<file path="src/utf8_to_utf16_console_stream_unit_assert.svh">
// ----------------------------------------------------------------------------
// UTF-8 to UTF-16 console stream unit - assertion macros
// Shared concurrent assertion forms, disabled while the active-low reset is low.
// ----------------------------------------------------------------------------
`ifndef UTF8_TO_UTF16_CONSOLE_STREAM_UNIT_ASSERT_SVH
`define UTF8_TO_UTF16_CONSOLE_STREAM_UNIT_ASSERT_SVH

// Same-cycle implication
`define U8U16_ASSERT(label, ck, rn, ante, cons, msg) \
  label: assert property (@(posedge ck) disable iff (!rn) (ante) |-> (cons)) else $error(msg);

// Next-cycle implication
`define U8U16_ASSERT_NEXT(label, ck, rn, ante, cons, msg) \
  label: assert property (@(posedge ck) disable iff (!rn) (ante) |=> (cons)) else $error(msg);

`endif

</file>
<file path="src/u8u16_pkg.sv">
// ----------------------------------------------------------------------------
// u8u16_pkg
// Types and constants shared by the UTF-8 to UTF-16 console stream unit.
// ----------------------------------------------------------------------------
`timescale 1ns / 1ps
`default_nettype none

package u8u16_pkg;

  localparam int QUEUE_DEPTH = 4;
  localparam int QPTR_W      = 2;
  localparam int QCNT_W      = 3;

  localparam logic [15:0] CH_QMARK = 16'h003F;
  localparam logic [15:0] CH_CR    = 16'h000D;
  localparam logic [15:0] CH_LF    = 16'h000A;
  localparam logic [15:0] CH_SPACE = 16'h0020;

  // What a finished code point expands into
  typedef enum logic [2:0] {
    K_NONE = 3'd0,
    K_UNIT = 3'd1,
    K_PAIR = 3'd2,
    K_CRLF = 3'd3,
    K_TAB  = 3'd4
  } kind_t;

  // One queued job: optional leading '?' then the expansion of one code point
  typedef struct packed {
    logic        pre_q;
    kind_t       kind;
    logic [15:0] unit0;
    logic [15:0] unit1;
  } job_t;

endpackage

`default_nettype wire

</file>
<file path="src/u8u16_front.sv">
// ----------------------------------------------------------------------------
// u8u16_front
// Byte decoder: tracks the UTF-8 sequence state and classifies each byte
// into a job for the expander.
// ----------------------------------------------------------------------------
`timescale 1ns / 1ps
`default_nettype none

module u8u16_front (
  input  wire                 clk,
  input  wire                 rst_n,
  input  wire                 in_acc,
  input  wire  [7:0]          text_byte,
  output logic                push,
  output u8u16_pkg::job_t     job
);
  import u8u16_pkg::*;

  logic [1:0]  pending_r, pending_nxt;
  logic [20:0] acc_r, acc_nxt;

  logic        bad_cont;
  logic        emit;
  logic [20:0] cp;
  logic [20:0] acc_cont;
  logic [19:0] sv;

  always_comb begin
    pending_nxt = pending_r;
    acc_nxt     = acc_r;
    bad_cont    = 1'b0;
    emit        = 1'b0;
    cp          = '0;
    acc_cont    = {acc_r[14:0], text_byte[5:0]};
    if (text_byte == 8'h00) begin
      // terminator: ignored
    end else if (pending_r != 2'd0 && text_byte[7:6] == 2'b10) begin
      acc_nxt     = acc_cont;
      pending_nxt = pending_r - 2'd1;
      if (pending_r == 2'd1) begin
        emit = 1'b1;
        cp   = acc_cont;
      end
    end else begin
      if (pending_r != 2'd0) begin
        bad_cont    = 1'b1;
        pending_nxt = 2'd0;
        acc_nxt     = '0;
      end
      if (text_byte[7] == 1'b0) begin
        emit = 1'b1;
        cp   = {13'd0, text_byte};
      end else if ((text_byte & 8'hE0) == 8'hC0) begin
        acc_nxt     = {16'd0, text_byte[4:0]};
        pending_nxt = 2'd1;
      end else if ((text_byte & 8'hF0) == 8'hE0) begin
        acc_nxt     = {17'd0, text_byte[3:0]};
        pending_nxt = 2'd2;
      end else if ((text_byte & 8'hF8) == 8'hF0) begin
        acc_nxt     = {18'd0, text_byte[2:0]};
        pending_nxt = 2'd3;
      end else begin
        emit = 1'b1;
        cp   = {5'd0, CH_QMARK};
      end
    end
  end

  always_comb begin
    sv        = 20'(cp - 21'h010000);
    job.pre_q = bad_cont;
    job.kind  = K_NONE;
    job.unit0 = cp[15:0];
    job.unit1 = '0;
    if (emit) begin
      if (cp == 21'h00000D) begin
        job.kind = K_NONE;
      end else if (cp == 21'h00000A) begin
        job.kind = K_CRLF;
      end else if (cp == 21'h000009) begin
        job.kind = K_TAB;
      end else if (cp < 21'h000020) begin
        job.kind = K_NONE;
      end else if (cp <= 21'h00FFFF) begin
        job.kind = K_UNIT;
      end else if (cp <= 21'h10FFFF) begin
        job.kind  = K_PAIR;
        job.unit0 = {6'b110110, sv[19:10]};
        job.unit1 = {6'b110111, sv[9:0]};
      end else begin
        job.kind  = K_UNIT;
        job.unit0 = CH_QMARK;
      end
    end
    push = in_acc && (job.pre_q || job.kind != K_NONE);
  end

  always_ff @(posedge clk) begin
    if (!rst_n) begin
      pending_r <= 2'd0;
      acc_r     <= '0;
    end else if (in_acc) begin
      pending_r <= pending_nxt;
      acc_r     <= acc_nxt;
    end
  end

endmodule

`default_nettype wire

</file>
<file path="src/u8u16_queue.sv">
// ----------------------------------------------------------------------------
// u8u16_queue
// Small job FIFO between the byte decoder and the unit expander.
// ----------------------------------------------------------------------------
`timescale 1ns / 1ps
`default_nettype none
`include "utf8_to_utf16_console_stream_unit_assert.svh"

module u8u16_queue (
  input  wire                 clk,
  input  wire                 rst_n,
  input  wire                 push,
  input  u8u16_pkg::job_t     push_job,
  input  wire                 pop,
  output logic                full,
  output logic                head_vld,
  output u8u16_pkg::job_t     head_job
);
  import u8u16_pkg::*;

  job_t              mem_r [QUEUE_DEPTH];
  logic [QPTR_W-1:0] wr_r, wr_nxt;
  logic [QPTR_W-1:0] rd_r, rd_nxt;
  logic [QCNT_W-1:0] cnt_r, cnt_nxt;

  assign full     = (cnt_r == QCNT_W'(QUEUE_DEPTH));
  assign head_vld = (cnt_r != '0);
  assign head_job = mem_r[rd_r];

  always_comb begin
    wr_nxt  = push ? wr_r + QPTR_W'(1) : wr_r;
    rd_nxt  = pop  ? rd_r + QPTR_W'(1) : rd_r;
    cnt_nxt = cnt_r + QCNT_W'(push) - QCNT_W'(pop);
  end

  always_ff @(posedge clk) begin
    if (!rst_n) begin
      wr_r  <= '0;
      rd_r  <= '0;
      cnt_r <= '0;
    end else begin
      wr_r  <= wr_nxt;
      rd_r  <= rd_nxt;
      cnt_r <= cnt_nxt;
    end
  end

  always_ff @(posedge clk) begin
    if (push) begin
      mem_r[wr_r] <= push_job;
    end
  end

  `U8U16_ASSERT(a_no_overflow, clk, rst_n, push, !full, "job queue overflow")
  `U8U16_ASSERT(a_no_underflow, clk, rst_n, pop, head_vld, "job queue underflow")
  `U8U16_ASSERT(a_cnt_range, clk, rst_n, 1'b1, cnt_r <= QCNT_W'(QUEUE_DEPTH), "count range")

endmodule

`default_nettype wire

</file>
<file path="src/u8u16_back.sv">
// ----------------------------------------------------------------------------
// u8u16_back
// Unit expander: turns queued jobs into UTF-16 code units, one per cycle
// while out_tready does not stall the output, into a registered output stage.
// ----------------------------------------------------------------------------
`timescale 1ns / 1ps
`default_nettype none
`include "utf8_to_utf16_console_stream_unit_assert.svh"

module u8u16_back #(
  parameter int TAB_SPACES = 4
) (
  input  wire                 clk,
  input  wire                 rst_n,
  input  wire                 head_vld,
  input  u8u16_pkg::job_t     head_job,
  output logic                pop,
  output logic                out_tvalid,
  input  wire                 out_tready,
  output logic [15:0]         out_tdata,
  output logic                out_tlast
);
  import u8u16_pkg::*;

  localparam int CNT_W = $clog2(TAB_SPACES + 2);

  job_t             job_r, job_nxt;
  logic             busy_r, busy_nxt;
  logic [CNT_W-1:0] idx_r, idx_nxt;
  logic             ovld_r, ovld_nxt;
  logic [15:0]      odata_r;
  logic             olast_r;

  job_t             cur;
  logic             cur_vld;
  logic [CNT_W-1:0] n_units;
  logic [CNT_W-1:0] pre;
  logic [CNT_W-1:0] j;
  logic [15:0]      unit;
  logic             is_last;
  logic             advance;

  always_comb begin
    cur     = busy_r ? job_r : head_job;
    cur_vld = busy_r || head_vld;
    pre     = CNT_W'(cur.pre_q);
    j       = idx_r - pre;
    unique case (cur.kind)
      K_NONE:  n_units = pre;
      K_UNIT:  n_units = pre + CNT_W'(1);
      K_PAIR:  n_units = pre + CNT_W'(2);
      K_CRLF:  n_units = pre + CNT_W'(2);
      K_TAB:   n_units = pre + CNT_W'(TAB_SPACES);
      default: n_units = pre;
    endcase
    if (cur.pre_q && idx_r == '0) begin
      unit = CH_QMARK;
    end else begin
      unique case (cur.kind)
        K_UNIT:  unit = cur.unit0;
        K_PAIR:  unit = (j == '0) ? cur.unit0 : cur.unit1;
        K_CRLF:  unit = (j == '0) ? CH_CR : CH_LF;
        K_TAB:   unit = CH_SPACE;
        default: unit = CH_QMARK;
      endcase
    end
    is_last = (idx_r == n_units - CNT_W'(1));
    advance = cur_vld && (!ovld_r || out_tready);
    pop     = advance && !busy_r;

    job_nxt  = job_r;
    busy_nxt = busy_r;
    idx_nxt  = idx_r;
    ovld_nxt = out_tready ? 1'b0 : ovld_r;
    if (advance) begin
      ovld_nxt = 1'b1;
      if (is_last) begin
        busy_nxt = 1'b0;
        idx_nxt  = '0;
      end else begin
        job_nxt  = cur;
        busy_nxt = 1'b1;
        idx_nxt  = idx_r + CNT_W'(1);
      end
    end
  end

  always_ff @(posedge clk) begin
    if (!rst_n) begin
      busy_r <= 1'b0;
      idx_r  <= '0;
      ovld_r <= 1'b0;
    end else begin
      busy_r <= busy_nxt;
      idx_r  <= idx_nxt;
      ovld_r <= ovld_nxt;
    end
  end

  always_ff @(posedge clk) begin
    job_r <= job_nxt;
    if (advance) begin
      odata_r <= unit;
      olast_r <= is_last;
    end
  end

  assign out_tvalid = ovld_r;
  assign out_tdata  = odata_r;
  assign out_tlast  = olast_r;

  `U8U16_ASSERT(a_busy_idx, clk, rst_n, busy_r, idx_r != '0, "busy with index zero")
  `U8U16_ASSERT(a_busy_range, clk, rst_n, busy_r, idx_r < n_units, "index past job end")
  `U8U16_ASSERT_NEXT(a_adv_loads, clk, rst_n, advance, ovld_r, "advance lost a unit")

endmodule

`default_nettype wire

</file>
<file path="src/utf8_to_utf16_console_stream_unit.sv">
// ----------------------------------------------------------------------------
// utf8_to_utf16_console_stream_unit
// Streaming UTF-8 to UTF-16 console decoder: CR dropped, LF to CR LF,
// TAB to spaces, other controls dropped, surrogate pairs above 0xFFFF.
// ----------------------------------------------------------------------------
// Channel | Dir | tdata                 | tuser | tlast
// in_     | in  | [7:0] text_byte       | -     | -
// out_    | out | [15:0] code_unit      | -     | last_unit
//
// One byte accepted per cycle while the job queue has room; the expander
// emits one code unit per cycle while out_tready does not stall it, and a
// byte produces 0 to 1 + TAB_SPACES units. The first unit passes through the
// job queue and then the registered output stage. Reset (rst_n low,
// synchronous) clears decoder state, queue and output stage. Output stalls
// fill the four-entry job queue before in_tready drops.
// ----------------------------------------------------------------------------
`timescale 1ns / 1ps
`default_nettype none

module utf8_to_utf16_console_stream_unit #(
  parameter int TAB_SPACES = 4
) (
  input  wire         clk,
  input  wire         rst_n,
  input  wire         in_tvalid,
  output logic        in_tready,
  input  wire  [7:0]  in_tdata,   // [7:0] text_byte
  output logic        out_tvalid,
  input  wire         out_tready,
  output logic [15:0] out_tdata,  // [15:0] code_unit
  output logic        out_tlast
);
  import u8u16_pkg::*;

  logic  q_full;
  logic  q_push;
  logic  q_pop;
  logic  q_vld;
  job_t  f_job;
  job_t  q_job;
  logic  in_acc;

  assign in_tready = !q_full;
  assign in_acc    = in_tvalid && in_tready;

  u8u16_front u_front (
    .clk       (clk),
    .rst_n     (rst_n),
    .in_acc    (in_acc),
    .text_byte (in_tdata),
    .push      (q_push),
    .job       (f_job)
  );

  u8u16_queue u_queue (
    .clk      (clk),
    .rst_n    (rst_n),
    .push     (q_push),
    .push_job (f_job),
    .pop      (q_pop),
    .full     (q_full),
    .head_vld (q_vld),
    .head_job (q_job)
  );

  u8u16_back #(
    .TAB_SPACES (TAB_SPACES)
  ) u_back (
    .clk        (clk),
    .rst_n      (rst_n),
    .head_vld   (q_vld),
    .head_job   (q_job),
    .pop        (q_pop),
    .out_tvalid (out_tvalid),
    .out_tready (out_tready),
    .out_tdata  (out_tdata),
    .out_tlast  (out_tlast)
  );

endmodule

`default_nettype wire

</file>
<file path="config.mk">
export PLATFORM = sky130hd
export DESIGN_NAME = utf8_to_utf16_console_stream_unit
export DESIGN_NICKNAME = d
export VERILOG_FILES = /design/src/u8u16_pkg.sv /design/src/u8u16_front.sv /design/src/u8u16_queue.sv /design/src/u8u16_back.sv /design/src/utf8_to_utf16_console_stream_unit.sv
export VERILOG_INCLUDE_DIRS = /design/src /design/src/src
export SDC_FILE = /design/constraint.sdc
export NUM_CORES = 1
export LEC_CHECK = 0
export ABC_AREA = 1
export ABC_CLOCK_PERIOD_IN_PS = 6300
export BUFFER_PORTS_ARGS = -buffer_cell sky130_fd_sc_hd__buf_2
export CAP_MARGIN = 20
export CORE_MARGIN = 2
export CORE_UTILIZATION = 45
export DETAILED_ROUTE_END_ITERATION = 8
export RECOVER_POWER = 100
export SYNTH_ARGS = -nofsm -noshare
export SYNTH_HDL_FRONTEND = slang
export SYNTH_SLANG_ARGS = --single-unit
</file>
<file path="constraint.sdc">
create_clock -name clk -period 6.3 [get_ports clk]
set_input_delay 0.63 -clock clk [delete_from_list [all_inputs] [get_ports clk]]
set_output_delay 0.63 -clock clk [all_outputs]
set_load 0.02 [all_outputs]
</file>
# Word level (Yosys, flattened, before mapping)
# Memory sizes are Yosys's and may differ from the RTL's. A register that Yosys moved wholly into a read port is not among the register bits.
# Cells that the tools add are included.
# op_classes
addsub	12
order_cmp	3
n_eq_ne	14
n_mux	55
bitwise	2
reduce_logical	22
# op_table
op	count
21-bit 2-to-1 mux	12
32-bit 2-to-1 mux	5
16-bit one-hot mux with 4 select lines	1
21-bit by 4-bit equality test with 1-bit output, second input constant	3
36-bit 2-to-1 mux	1
35-bit 2-to-1 mux	1
16-bit 2-to-1 mux	2
21-bit by 16-bit <= comparator with 1-bit output, second input constant	1
21-bit <= comparator, second input constant	1
21-bit by 6-bit < comparator with 1-bit output, second input constant	1
3-bit 2-to-1 mux	7
20-bit by 17-bit subtractor with 20-bit output, second input constant	1
18-bit 2-to-1 mux	1
2-bit 2-to-1 mux	8
1-bit 2-to-1 mux	15
3-bit equality test, second input constant	3
3-bit one-hot mux with 3 select lines	1
8-bit zero test	1
3-bit by 2-bit equality test with 1-bit output, second input constant	2
1-bit logical AND	6
3-bit zero test	2
6-bit 2-to-1 mux	1
3-bit nonzero test	2
3-bit by 1-bit subtractor with 3-bit output	2
20 further kinds	28
# totals
reg_bits	88
ram_bits	144
input_bits	12
output_inout_bits	19
wordCells	123
memories	1
# memory_table
memory	words	word_bits	rd	rd_clocked_by_memory_dff	write_ports	line	text
u_queue.mem_r	4	36	1	1	1	u8u16_queue.sv:21	job_t mem_r [QUEUE_DEPTH];

# Logic depth before layout (Yosys ltp)
# Gate-level depths: netlist of run 1.
# depth
word_depth	20
depth_mapped	27
depth_no_buf	26

# Cells and area by module
# A second synthesis of run 1 with hierarchy kept.
# hier_totals
cells_unflattened	1111
area_unflattened_um2	11213.3
# by_module_without_submodules
mod	n_inst	cells_per_inst	area_each_um2	seq_area_each_um2
u8u16_queue	1	475	6318.6	4504.3
u8u16_back	1	301	2882.8	1691.6
u8u16_front	1	332	1998.2	340.3
utf8_to_utf16_console_stream_unit	1	3	13.8	0.0

# Least setup slack after synthesis of run 1
# Ideal clock, no wire load.
# synth_path
path_kind	register to register
from	reg u_back.busy_r
to	reg u_back.job_r[0] (netlist bit), enable pin
setup_ps	433
t_arrival_ps	3960
required_ps	5867
slack_ps	1907
stages_incl_launch_ff	17
n_path_buf	2
synth_period_minus_slack_ps	4393
path_cell_list	dfxtp_1 -> buf_2 -> clkinv_1 -> or2_2 -> o21ai_1 -> nand2_1 -> nor2_1 -> clkbuf_1 -> a21oi_1 -> ha_1 -> xnor2_1 -> xor2_1 -> inv_1 -> nor2_1 -> nand2_1 -> inv_1 -> nor2_1
# synth_between
elab_chain_len	8
elab_cells_between_ends	16
classes_between	add/sub (4); eq/ne (5); mux (2); bitwise (1); reduce/logical (4)
# synth_lines
item	line	text
start, declared	u8u16_back.sv:28	logic busy_r, busy_nxt;
start signal, assigned	u8u16_back.sv:94	busy_r <= busy_nxt;
36-bit 2-to-1 mux (*)	u8u16_back.sv:44	cur = busy_r ? job_r : head_job;
parallel branches: the longest is 2 deep, another holds 1-bit by 3-bit adder with 3-bit output	--	
3-bit one-hot mux with 3 select lines (*)	u8u16_back.sv:48	unique case (cur.kind)
3-bit by 1-bit subtractor with 3-bit output (*)	u8u16_back.sv:67	is_last = (idx_r == n_units - CNT_W'(1));
3-bit equality test (*)	u8u16_back.sv:67	
named net u_back.is_last	u8u16_back.sv:40	logic is_last;
1-bit NOT (no line) (*)	--	
2-bit AND reduction (no line) (*)	--	
end signal, assigned	u8u16_back.sv:101	job_r <= job_nxt;
end, declared	u8u16_back.sv:27	job_t job_r, job_nxt;
# Mark *: on every way through the listed nets, which the timed path passes.
# A chain may end at the register's enable or synchronous reset.

# Final worst setup path of run 1
# layout_path
from	reg u_front.pending_r[0]
to	mem u_queue.mem_r[0][25] (netlist bit), enable pin
# layout_between
elab_chain_len	17
elab_cells_between_ends	30
classes_between	order compare (3); eq/ne (4); mux (18); reduce/logical (5)
# layout_lines
item	line	text
start, declared	u8u16_front.sv:19	logic [1:0] pending_r, pending_nxt;
start signal, assigned	u8u16_front.sv:103	pending_r <= pending_nxt;
2-bit by 1-bit equality test with 1-bit output / 2-bit nonzero test (equally long branches)	u8u16_front.sv:40, u8u16_front.sv:37, u8u16_front.sv:45	
21-bit 2-to-1 mux / 1-bit logical AND (equally long branches)	u8u16_front.sv:40, u8u16_front.sv:37	
21-bit 2-to-1 mux	u8u16_front.sv:37	end else if (pending_r != 2'd0 && text_byte[7:6] == 2'b10) begin
21-bit 2-to-1 mux	u8u16_front.sv:35	if (text_byte == 8'h00) begin
21-bit <= comparator	u8u16_front.sv:86	end else if (cp <= 21'h10FFFF) begin
18-bit 2-to-1 mux	u8u16_front.sv:86	
3-bit 2-to-1 mux	u8u16_front.sv:84	end else if (cp <= 21'h00FFFF) begin
3-bit 2-to-1 mux	u8u16_front.sv:82	end else if (cp < 21'h000020) begin
3-bit 2-to-1 mux	u8u16_front.sv:80	end else if (cp == 21'h000009) begin
3-bit 2-to-1 mux	u8u16_front.sv:78	end else if (cp == 21'h00000A) begin
3-bit 2-to-1 mux	u8u16_front.sv:76	if (cp == 21'h00000D) begin
35-bit 2-to-1 mux	u8u16_front.sv:75	if (emit) begin
3-bit nonzero test	u8u16_front.sv:95	push = in_acc && (job.pre_q || job.kind != K_NONE);
1-bit logical OR (*)	u8u16_front.sv:95	
1-bit logical AND (*)	u8u16_front.sv:95	
1-bit 2-to-1 mux (*)	u8u16_queue.sv:49	if (push) begin
1-bit 2-to-1 mux (implied by the code) (*)	u8u16_queue.sv:50	mem_r[wr_r] <= push_job;
end, declared	u8u16_queue.sv:21	
# Every way passes the cells marked *; elsewhere a longest branch is shown, timed or not.

==> results of run 1 <==
==> critical path: stages, from the launching register on <==
cell and delay (ns):
sky130_fd_sc_hd__dfxtp_1 0.37, sky130_fd_sc_hd__inv_1 0.09, sky130_fd_sc_hd__ha_1 0.30, sky130_fd_sc_hd__nor2_4 0.59, sky130_fd_sc_hd__nand3_1 0.32, sky130_fd_sc_hd__ha_1 0.30, sky130_fd_sc_hd__nand3_1 0.11, sky130_fd_sc_hd__nor2_1 0.09
sky130_fd_sc_hd__nand3_1 0.11, sky130_fd_sc_hd__nand2_1 0.05, sky130_fd_sc_hd__inv_1 0.23, sky130_fd_sc_hd__nand3_1 0.22, sky130_fd_sc_hd__nand2_1 0.11, sky130_fd_sc_hd__nand2_1 0.07, sky130_fd_sc_hd__nand3_1 0.15, sky130_fd_sc_hd__nand2_1 0.17
sky130_fd_sc_hd__nor2_2 1.30
==> where the power goes <==
group          leakage, uW  internal [uW]  total, uW  switching (uW)
clock             0.000335            709       1220             510
sequential         0.00197           2000       2110             112
combinational      0.00179            509       1900            1390
==> cell usage in the layout, fill, tap and decap left out, drive strengths merged <==
master and instances:
clkbuf 51, ha 13, clkinv 16, nand4 11, edfxtp 177, or2 3
nand2 153, a32oi 1, nand3b 1, a31oi 21, or3 1, a22oi 6
inv 88, nand3 52, o32ai 1, a32o 1, bufinv 1, a221o 1
o21a 2, xor2 5, o22ai 12, and3 2, o211ai 3, nor2 190
dfxtp 31, buf 15, a21oi 42, nor4 3, nor3 11, a41oi 1
o21ai 92, fa 1, xnor2 4, clkinvlp 1, a211oi 2
==> area by class of cell <==
type | instances | area share, %
sequential | 208 | 56.0
clock buffer | 27 | 5.57
inverter | 93 | 3.29
tap | 275 | 3.25
multi-input combinational | 635 | 29.3
clock inverter | 13 | 0.885
timing repair buffer | 39 | 1.69
==> sequential cells by signal, indices dropped and copies added, names as in the netlist, named ones only <==
signal / count
u_back.out_tdata: 16
u_back.out_tvalid: 1
u_front.acc_r: 15
u_queue.wr_r: 2
u_queue.mem_r: 124
u_queue.cnt_r: 3
u_queue.rd_r: 2
u_back.idx_r: 3
u_back.job_r: 36
u_front.pending_r: 2
u_back.out_tlast: 1
u_back.busy_r: 1
==> through the flow <==
step / power (uW) / std cells / instance area [um^2] / worst slack (ns) / util, %
3_5_place_dp: 4070 / 1250 / 10000 / 1.62 / 47.6
4_1_cts: 5300 / 1290 / 10700 / 1.58 / 50.9
5_1_grt: 5610 / 1290 / 10600 / 0.705 / 50.4
3_3_place_gp: 4050 / 1250 / 10000 / 1.74 / 47.6
6_report: 5230 / 1290 / 10600 / 1.27 / 50.4
2_1_floorplan: 3530 / 981 / 9640 / 1.91 / -
==> layer usage <==
metal  global-route usage, %  up-vias
met3                    2.88       27
li1                        -     3400
met2                    30.5      159
met4                    4.34        0
met1                    27.1     3077
met5                       0        -
==> worst min-delay path by stage <==
stage | end | slack [ns] | cells past startpoint
final | u_back.busy_r | 0.42 | 4
after detailed placement | u_front.acc_r[14] | 0.46 | 2
after CTS | u_back.busy_r | 0.41 | 4
after global placement | u_front.acc_r[9] | 0.45 | 2
after global routing | u_back.busy_r | 0.42 | 4
after floorplan | u_front.acc_r[14] | 0.44 | 2
==> cells by family (layout without fill, tap and decap cells) <==
group,count (synthesis),after routing,synth area share [%]
xor gates and xnor gates,9,9,0.817
AOI/OAI and AO/OA,185,185,10.7
and+or+nand+nor,427,427,19.1
buffers and inverters,138,172,5.88
adders and majority gates,14,14,1.89
DFF,208,208,61.5
==> impl_results.rst, run 1 <==
.. list-table::
   :header-rows: 1

   * - Metric
     - Value
   * - Area added between synthesis and finish
     - 9.89%
   * - Mean number of vias per cell
     - 5.17
   * - DRC violations left
     - 0
   * - Cell taking the most area after synthesis
     - sky130_fd_sc_hd__edfxtp_1
   * - Die area
     - 0.0226 mm^2
   * - Largest driver fanout on the critical path
     - 33
   * - Final Skew
     - 0.0208 ns
   * - Worst Setup End Kind
     - flip-flop
   * - Depth of the worst register-to-register path
     - 16
   * - Clk Latency, worst-skew pair
     - 0.51 ns
   * - Final #Nets
     - 1026
   * - Power density normalized to cell area
     - 494 mW/mm^2
   * - Violation count after the first detailed-route iteration
     - 460
   * - Top flip-flop cell by instance count after synthesis
     - sky130_fd_sc_hd__edfxtp_1
   * - Initial core utilization
     - 45.9%
   * - Port Buffer Count
     - 30
   * - Top post-synthesis cells by area
     - sky130_fd_sc_hd__edfxtp_1 (55%), sky130_fd_sc_hd__nor2_1 (6.9%), sky130_fd_sc_hd__dfxtp_1 (6.4%)
   * - FF/Latch Area
     - 0.00594 mm^2
   * - Min-Delay Startpoint
     - out_tready
   * - Final hold violations
     - 0
   * - Share of the synthesized area in the top cell type
     - 55.1%
   * - Row count
     - 53
   * - Highest attainable clock frequency
     - 199 MHz
   * - Crit path required time
     - 6.39 ns
   * - Hold buffer count at CTS
     - 0
   * - Number of buffers added for setup after CTS
     - 0
   * - R2r endpoint
     - u_queue.mem_r[0][25]
   * - Fin Hold WS
     - 0.418 ns
   * - FF-to-FF setup slack
     - 1.27 ns
   * - Synth Cell Area
     - 0.00964 mm^2
   * - Detail-routed net length per standard cell
     - 16.3 um
   * - Overflow left after global routing
     - 0
   * - Share of final-layout standard cells stronger than drive strength 1
     - 7.59%
   * - Half-perimeter wire length of the detailed placement result
     - 14200 um
   * - Maximum buffer depth of the clock tree
     - 3
   * - Number of unique standard cell types used by synthesis
     - 47
   * - Critical path startpoint
     - u_front.pending_r[0]
   * - Core region area
     - 0.0210 mm^2
   * - Arrival time at the worst endpoint
     - 5.12 ns
   * - Async S/R FF share, synth
     - 0%
   * - Critical path class
     - flip-flop to flip-flop
   * - Antenna violations before repair
     - 0
   * - Avg Inst Size Synth
     - 9.83 um^2
   * - Beginning of the worst register-to-register path
     - u_front.pending_r[0]
   * - Die width
     - 150 um
   * - Relative slew slack
     - -44.7%
   * - Synthesized instance count
     - 981
   * - Ports
     - 31
   * - Worst setup path endpoint
     - u_queue.mem_r[0][25]
   * - EDFF count, synth
     - 177
   * - DRT Pass-1 Iters
     - 5
   * - Count of warnings emitted by yosys
     - 0
   * - Post-layout minimum cycle time
     - 5.03 ns
   * - Leak Pwr
     - 0.00410 uW
   * - GRT Util Overall
     - 18.9%
   * - Fillers
     - 1958
   * - Count of max-cap constraint violations
     - 3
   * - Placer congestion estimate
     - 0.864
   * - Pin count of the biggest net entering global routing
     - 61
   * - Post-cts gate resize count
     - 0
   * - Final setup TNS
     - 0 ns
   * - Share of the clock period used by the worst path
     - 79.9%
   * - Worst IR drop on VDD
     - 0.000279 V
   * - Multi-input logic area
     - 0.00311 mm^2
   * - Violated checks
     - max-capacitance violations, max-slew violations
   * - Clock tree from TritonCTS
     - yes
   * - Inserted Diodes
     - 0
   * - Number of global-route vias before repair
     - 6211
   * - Outcome
     - complete, but fails checks
   * - Wire length of the first global-routing pass
     - 33500 um
   * - Hold/Removal Path Class
     - input pin to flip-flop
   * - Most common cell in the synthesized netlist
     - sky130_fd_sc_hd__nor2_1
   * - Met1 Wirelength
     - 10000 um
   * - Critical Path Start Type
     - flip-flop
   * - Pin slew with the least headroom to its limit
     - 2.17 ns
   * - Clk sinks
     - 208
   * - Post-Route WL
     - 21100 um
   * - Highest layer used for signal routing
     - met4
   * - Routed met2 length
     - 9670 um
   * - Count of antenna-violating nets left after detailed routing
     - 0
   * - Top cells by count, synth
     - sky130_fd_sc_hd__nor2_1 (178), sky130_fd_sc_hd__edfxtp_1 (177), sky130_fd_sc_hd__nand2_1 (151)
   * - Reg clk slew, reported paths
     - 0.06 ns
   * - Synth Net Count
     - 1007
   * - Final count of negative-setup-slack endpoints
     - 0
   * - Number of max-slew violations in the final report
     - 104
   * - H-tree levels
     - 1
   * - Root buf cell
     - sky130_fd_sc_hd__clkbuf_16
   * - Unrepaired setup endpoints after global routing
     - false
   * - Met3 WL post-DR
     - 1070 um
   * - Height of the die
     - 150 um
   * - Clock buffers created by TritonCTS
     - 23
   * - Register area share after synthesis
     - 61.5%
   * - Number of flip-flops and latches in the synthesized netlist
     - 208
   * - Total number of vias
     - 6663
Power figures use the tool's default switching activity.
==> run 2: changes to the inputs <==
- ABC_AREA: 1 -> 0
- ABC_CLOCK_PERIOD_IN_PS: 6300 -> 4810
- clock period: 6.3 -> 4.81 ns (I/O delays scaled with it)
==> impl_results.rst, run 2 <==
.. list-table::
   :header-rows: 1

   * - Metric
     - Value
   * - Outcome
     - completed (was complete, but fails checks)
   * - Worst IR drop on VDD
     - 0.000367 V (was 0.000279 V)
   * - Max FFs per register
     - 124 (unchanged)
   * - Row count
     - 52 (was 53)
   * - Number of flip-flops and latches in the synthesized netlist
     - 208 (unchanged)
   * - Top cells by count, synth
     - sky130_fd_sc_hd__edfxtp_1 (177), sky130_fd_sc_hd__nand2_1 (47), sky130_fd_sc_hd__nor2_1 (37) (was sky130_fd_sc_hd__nor2_1 (178), sky130_fd_sc_hd__edfxtp_1 (177), sky130_fd_sc_hd__nand2_1 (151))
   * - Core region area
     - 0.0204 mm^2 (was 0.0210 mm^2)
   * - Beginning of the worst register-to-register path
     - u_front.pending_r[0] (unchanged)
   * - Post-Route WL
     - 18800 um (was 21100 um)
   * - FF/Latch Area
     - 0.00594 mm^2 (unchanged)
   * - Async S/R FF share, synth
     - 0% (unchanged)
   * - Clk sinks
     - 208 (unchanged)
   * - Maximum buffer depth of the clock tree
     - 3 (unchanged)
   * - Total number of vias
     - 5481 (was 6663)
   * - Critical Path Start Type
     - flip-flop (unchanged)
   * - Root buf cell
     - sky130_fd_sc_hd__clkbuf_16 (unchanged)
   * - Hold/Removal Path Class
     - input pin to flip-flop (unchanged)
   * - Half-perimeter wire length of the detailed placement result
     - 12500 um (was 14200 um)
   * - Initial core utilization
     - 46.1% (was 45.9%)
   * - Min-Delay Startpoint
     - out_tready (unchanged)
   * - Reg clk slew, reported paths
     - 0.06 ns (about the same)
   * - Synthesized instance count
     - 651 (was 981)
   * - Count of max-cap constraint violations
     - 0 (was 3)
   * - Most common cell in the synthesized netlist
     - sky130_fd_sc_hd__edfxtp_1 (was sky130_fd_sc_hd__nor2_1)
   * - Clock buffers created by TritonCTS
     - 23 (unchanged)
   * - Overflow left after global routing
     - 0 (unchanged)
   * - Area added between synthesis and finish
     - 11.7% (was 9.89%)
   * - Ports
     - 31 (unchanged)
   * - Top library cells by usage in the layout, fill and taps aside
     - sky130_fd_sc_hd__edfxtp_1 (177), sky130_fd_sc_hd__nand2_1 (47), sky130_fd_sc_hd__nor2_1 (37) (was sky130_fd_sc_hd__nor2_1 (184), sky130_fd_sc_hd__edfxtp_1 (177), sky130_fd_sc_hd__nand2_1 (151))
   * - Number of global-route vias before repair
     - 5369 (was 6211)
   * - Share of the clock period used by the worst path
     - 84.1% (was 79.9%)
   * - Die area
     - 0.0220 mm^2 (was 0.0226 mm^2)
   * - Avg Inst Size Synth
     - 14.4 um^2 (was 9.83 um^2)
   * - Post-layout minimum cycle time
     - 4.04 ns (was 5.03 ns)
   * - H-tree levels
     - 1 (unchanged)
   * - Largest driver fanout on the critical path
     - 9 (was 33)
   * - Final #Nets
     - 711 (was 1026)
   * - Antenna violations before repair
     - 0 (unchanged)
   * - Relative slew slack
     - 41.4% (was -44.7%)
   * - Highest attainable clock frequency
     - 247 MHz (was 199 MHz)
   * - Hold buffer count at CTS
     - 0 (unchanged)
   * - Count of warnings emitted by yosys
     - 0 (unchanged)
   * - Critical path class
     - flip-flop to flip-flop (unchanged)
   * - Register area share after synthesis
     - 63.2% (was 61.5%)
   * - DRT Pass-1 Iters
     - 5 (unchanged)
   * - Count of antenna-violating nets left after detailed routing
     - 0 (unchanged)
   * - Clk Latency, worst-skew pair
     - 0.50 ns (was 0.51 ns)
   * - Violation count after the first detailed-route iteration
     - 449 (was 460)
   * - Synth Net Count
     - 677 (was 1007)
   * - Final count of negative-setup-slack endpoints
     - 0 (unchanged)
   * - Most common cell after layout, fill and taps aside
     - sky130_fd_sc_hd__edfxtp_1 (was sky130_fd_sc_hd__nor2_1)
   * - Unrepaired setup endpoints after global routing
     - false (unchanged)
   * - Final setup TNS
     - 0 ns (unchanged)
   * - Detail-routed net length per standard cell
     - 19.4 um (was 16.3 um)
   * - Number of unique standard cell types used by synthesis
     - 74 (was 47)
   * - Leak Pwr
     - 0.00347 uW (was 0.00410 uW)
   * - Clock tree from TritonCTS
     - yes (unchanged)
   * - Critical path startpoint
     - u_front.pending_r[0] (unchanged)
   * - Placer congestion estimate
     - 0.876 (was 0.864)
   * - Register with the most flip-flops
     - u_queue.mem_r (unchanged)
   * - Final hold violations
     - 0 (unchanged)
   * - Power density normalized to cell area
     - 619 mW/mm^2 (was 494 mW/mm^2)
   * - Wire length of the first global-routing pass
     - 29900 um (was 33500 um)
   * - Final Skew
     - 0.0159 ns (was 0.0208 ns)
   * - Fillers
     - 1711 (was 1958)
   * - Top post-synthesis cells by area
     - sky130_fd_sc_hd__edfxtp_1 (57%), sky130_fd_sc_hd__mux4_2 (7.4%), sky130_fd_sc_hd__dfxtp_1 (6.6%) (was sky130_fd_sc_hd__edfxtp_1 (55%), sky130_fd_sc_hd__nor2_1 (6.9%), sky130_fd_sc_hd__dfxtp_1 (6.4%))
   * - Pin count of the biggest net entering global routing
     - 38 (was 61)
   * - Utilization after layout
     - 51.5% (was 50.4%)
   * - Number of max-slew violations in the final report
     - 0 (was 104)
   * - Inserted Diodes
     - 0 (unchanged)
   * - Die width
     - 148 um (was 150 um)
   * - Number of buffers added for setup after CTS
     - 0 (unchanged)
   * - Worst Setup End Kind
     - flip-flop (unchanged)
   * - Top flip-flop cell by instance count after synthesis
     - sky130_fd_sc_hd__edfxtp_1 (unchanged)
   * - Post-cts gate resize count
     - 0 (unchanged)
   * - Pin slew with the least headroom to its limit
     - 0.873 ns (was 2.17 ns)
   * - Port Buffer Count
     - 30 (unchanged)
   * - Arrival time at the worst endpoint
     - 4.43 ns (was 5.12 ns)
   * - EDFF count, synth
     - 177 (unchanged)
   * - DRC violations left
     - 0 (unchanged)
   * - Synth Cell Area
     - 0.00939 mm^2 (was 0.00964 mm^2)
   * - Height of the die
     - 148 um (was 150 um)
   * - Mean number of vias per cell
     - 5.64 (was 5.17)
   * - GRT Util Overall
     - 17.3% (was 18.9%)
   * - Multi-input logic area
     - 0.00314 mm^2 (was 0.00311 mm^2)
   * - Cell taking the most area after synthesis
     - sky130_fd_sc_hd__edfxtp_1 (unchanged)
   * - Crit path required time
     - 5.19 ns (was 6.39 ns)
   * - Share of final-layout standard cells stronger than drive strength 1
     - 17.1% (was 7.59%)
   * - Share of the synthesized area in the top cell type
     - 56.6% (was 55.1%)
run 2: worst paths after layout:
| path | cells past startpoint | slack, ns | endpoint |
|---|---|---|---|
| setup / recovery | 16 | 0.77 | u_queue.cnt_r[2] |
| hold / removal | 3 | 0.28 | u_back.out_tvalid |
| setup reg to reg | 16 | 0.77 | u_queue.cnt_r[2] |
| hold reg to reg | 2 | 0.49 | u_front.pending_r[1] |
run 2: kinds of logic (layout without fill, tap and decap cells):
logic type / Yosys count / count (layout) / share of synthesized area, %
AOI/OAI and AO/OA: 114 / 114 / 8.59
xor gates and xnor gates: 12 / 12 / 1.27
adders and majority gates: 14 / 14 / 1.94
buffers and inverters: 61 / 112 / 2.92
DFF: 208 / 208 / 63.2
muxes: 70 / 70 / 12.3
and+or+nand+nor: 172 / 172 / 9.76
run 2: worst max-delay path, stage by stage (launching register included):
cell                        delay (ns)
sky130_fd_sc_hd__dfxtp_1          0.38
sky130_fd_sc_hd__inv_1            0.06
sky130_fd_sc_hd__ha_1             0.30
sky130_fd_sc_hd__nor4bb_1         0.67
sky130_fd_sc_hd__nand2_1          0.18
sky130_fd_sc_hd__ha_1             0.30
sky130_fd_sc_hd__o21ai_0          0.12
sky130_fd_sc_hd__a211oi_1         0.14
sky130_fd_sc_hd__a41o_1           0.28
sky130_fd_sc_hd__a21oi_1          0.15
sky130_fd_sc_hd__o2bb2ai_1        0.28
sky130_fd_sc_hd__ha_1             0.23
sky130_fd_sc_hd__inv_1            0.05
sky130_fd_sc_hd__fa_1             0.37
sky130_fd_sc_hd__xnor2_1          0.15
sky130_fd_sc_hd__xnor2_1          0.12
sky130_fd_sc_hd__and2_0           0.15
run 2: final cells by class:
type,count,area share [%]
Clock inverter,14,1.49
Timing Repair Buffer,44,2.12
Inverter,26,0.930
Multi-Input combinational cell,382,29.9
Sequential cell,208,56.6
Tap cell,270,3.22
Clock buffer,28,5.76
run 2: power by group:
part / internal, uW / switching (uW)
Sequential: 2560 / 145
Combinational: 775 / 1280
Clock: 1060 / 679
run 2: per-stage QoR:
stage	hold slack [ns]	instance area (um^2)	power, uW	setup slack [ns]	std cells
6_report	0.280	10500	6500	0.765	972
3_3_place_gp	0.452	9810	4800	1.16	928
4_1_cts	0.257	10600	6630	1.08	970
3_5_place_dp	0.478	9810	4860	1.08	928
2_1_floorplan	0.441	9390	4300	0.979	651
5_1_grt	0.288	10500	6900	0.416	972
run 2: metal layers:
metal | share of wire [%] | wire length, um | GRT usage (%) | vias up
li1 | - | - | - | 2565
met4 | 1.7 | 316 | 4.14 | 0
met5 | 0 | 0 | 0 | -
met3 | 4.1 | 771 | 2.33 | 26
met2 | 46 | 8730 | 27.3 | 141
met1 | 48 | 8990 | 25.7 | 2749
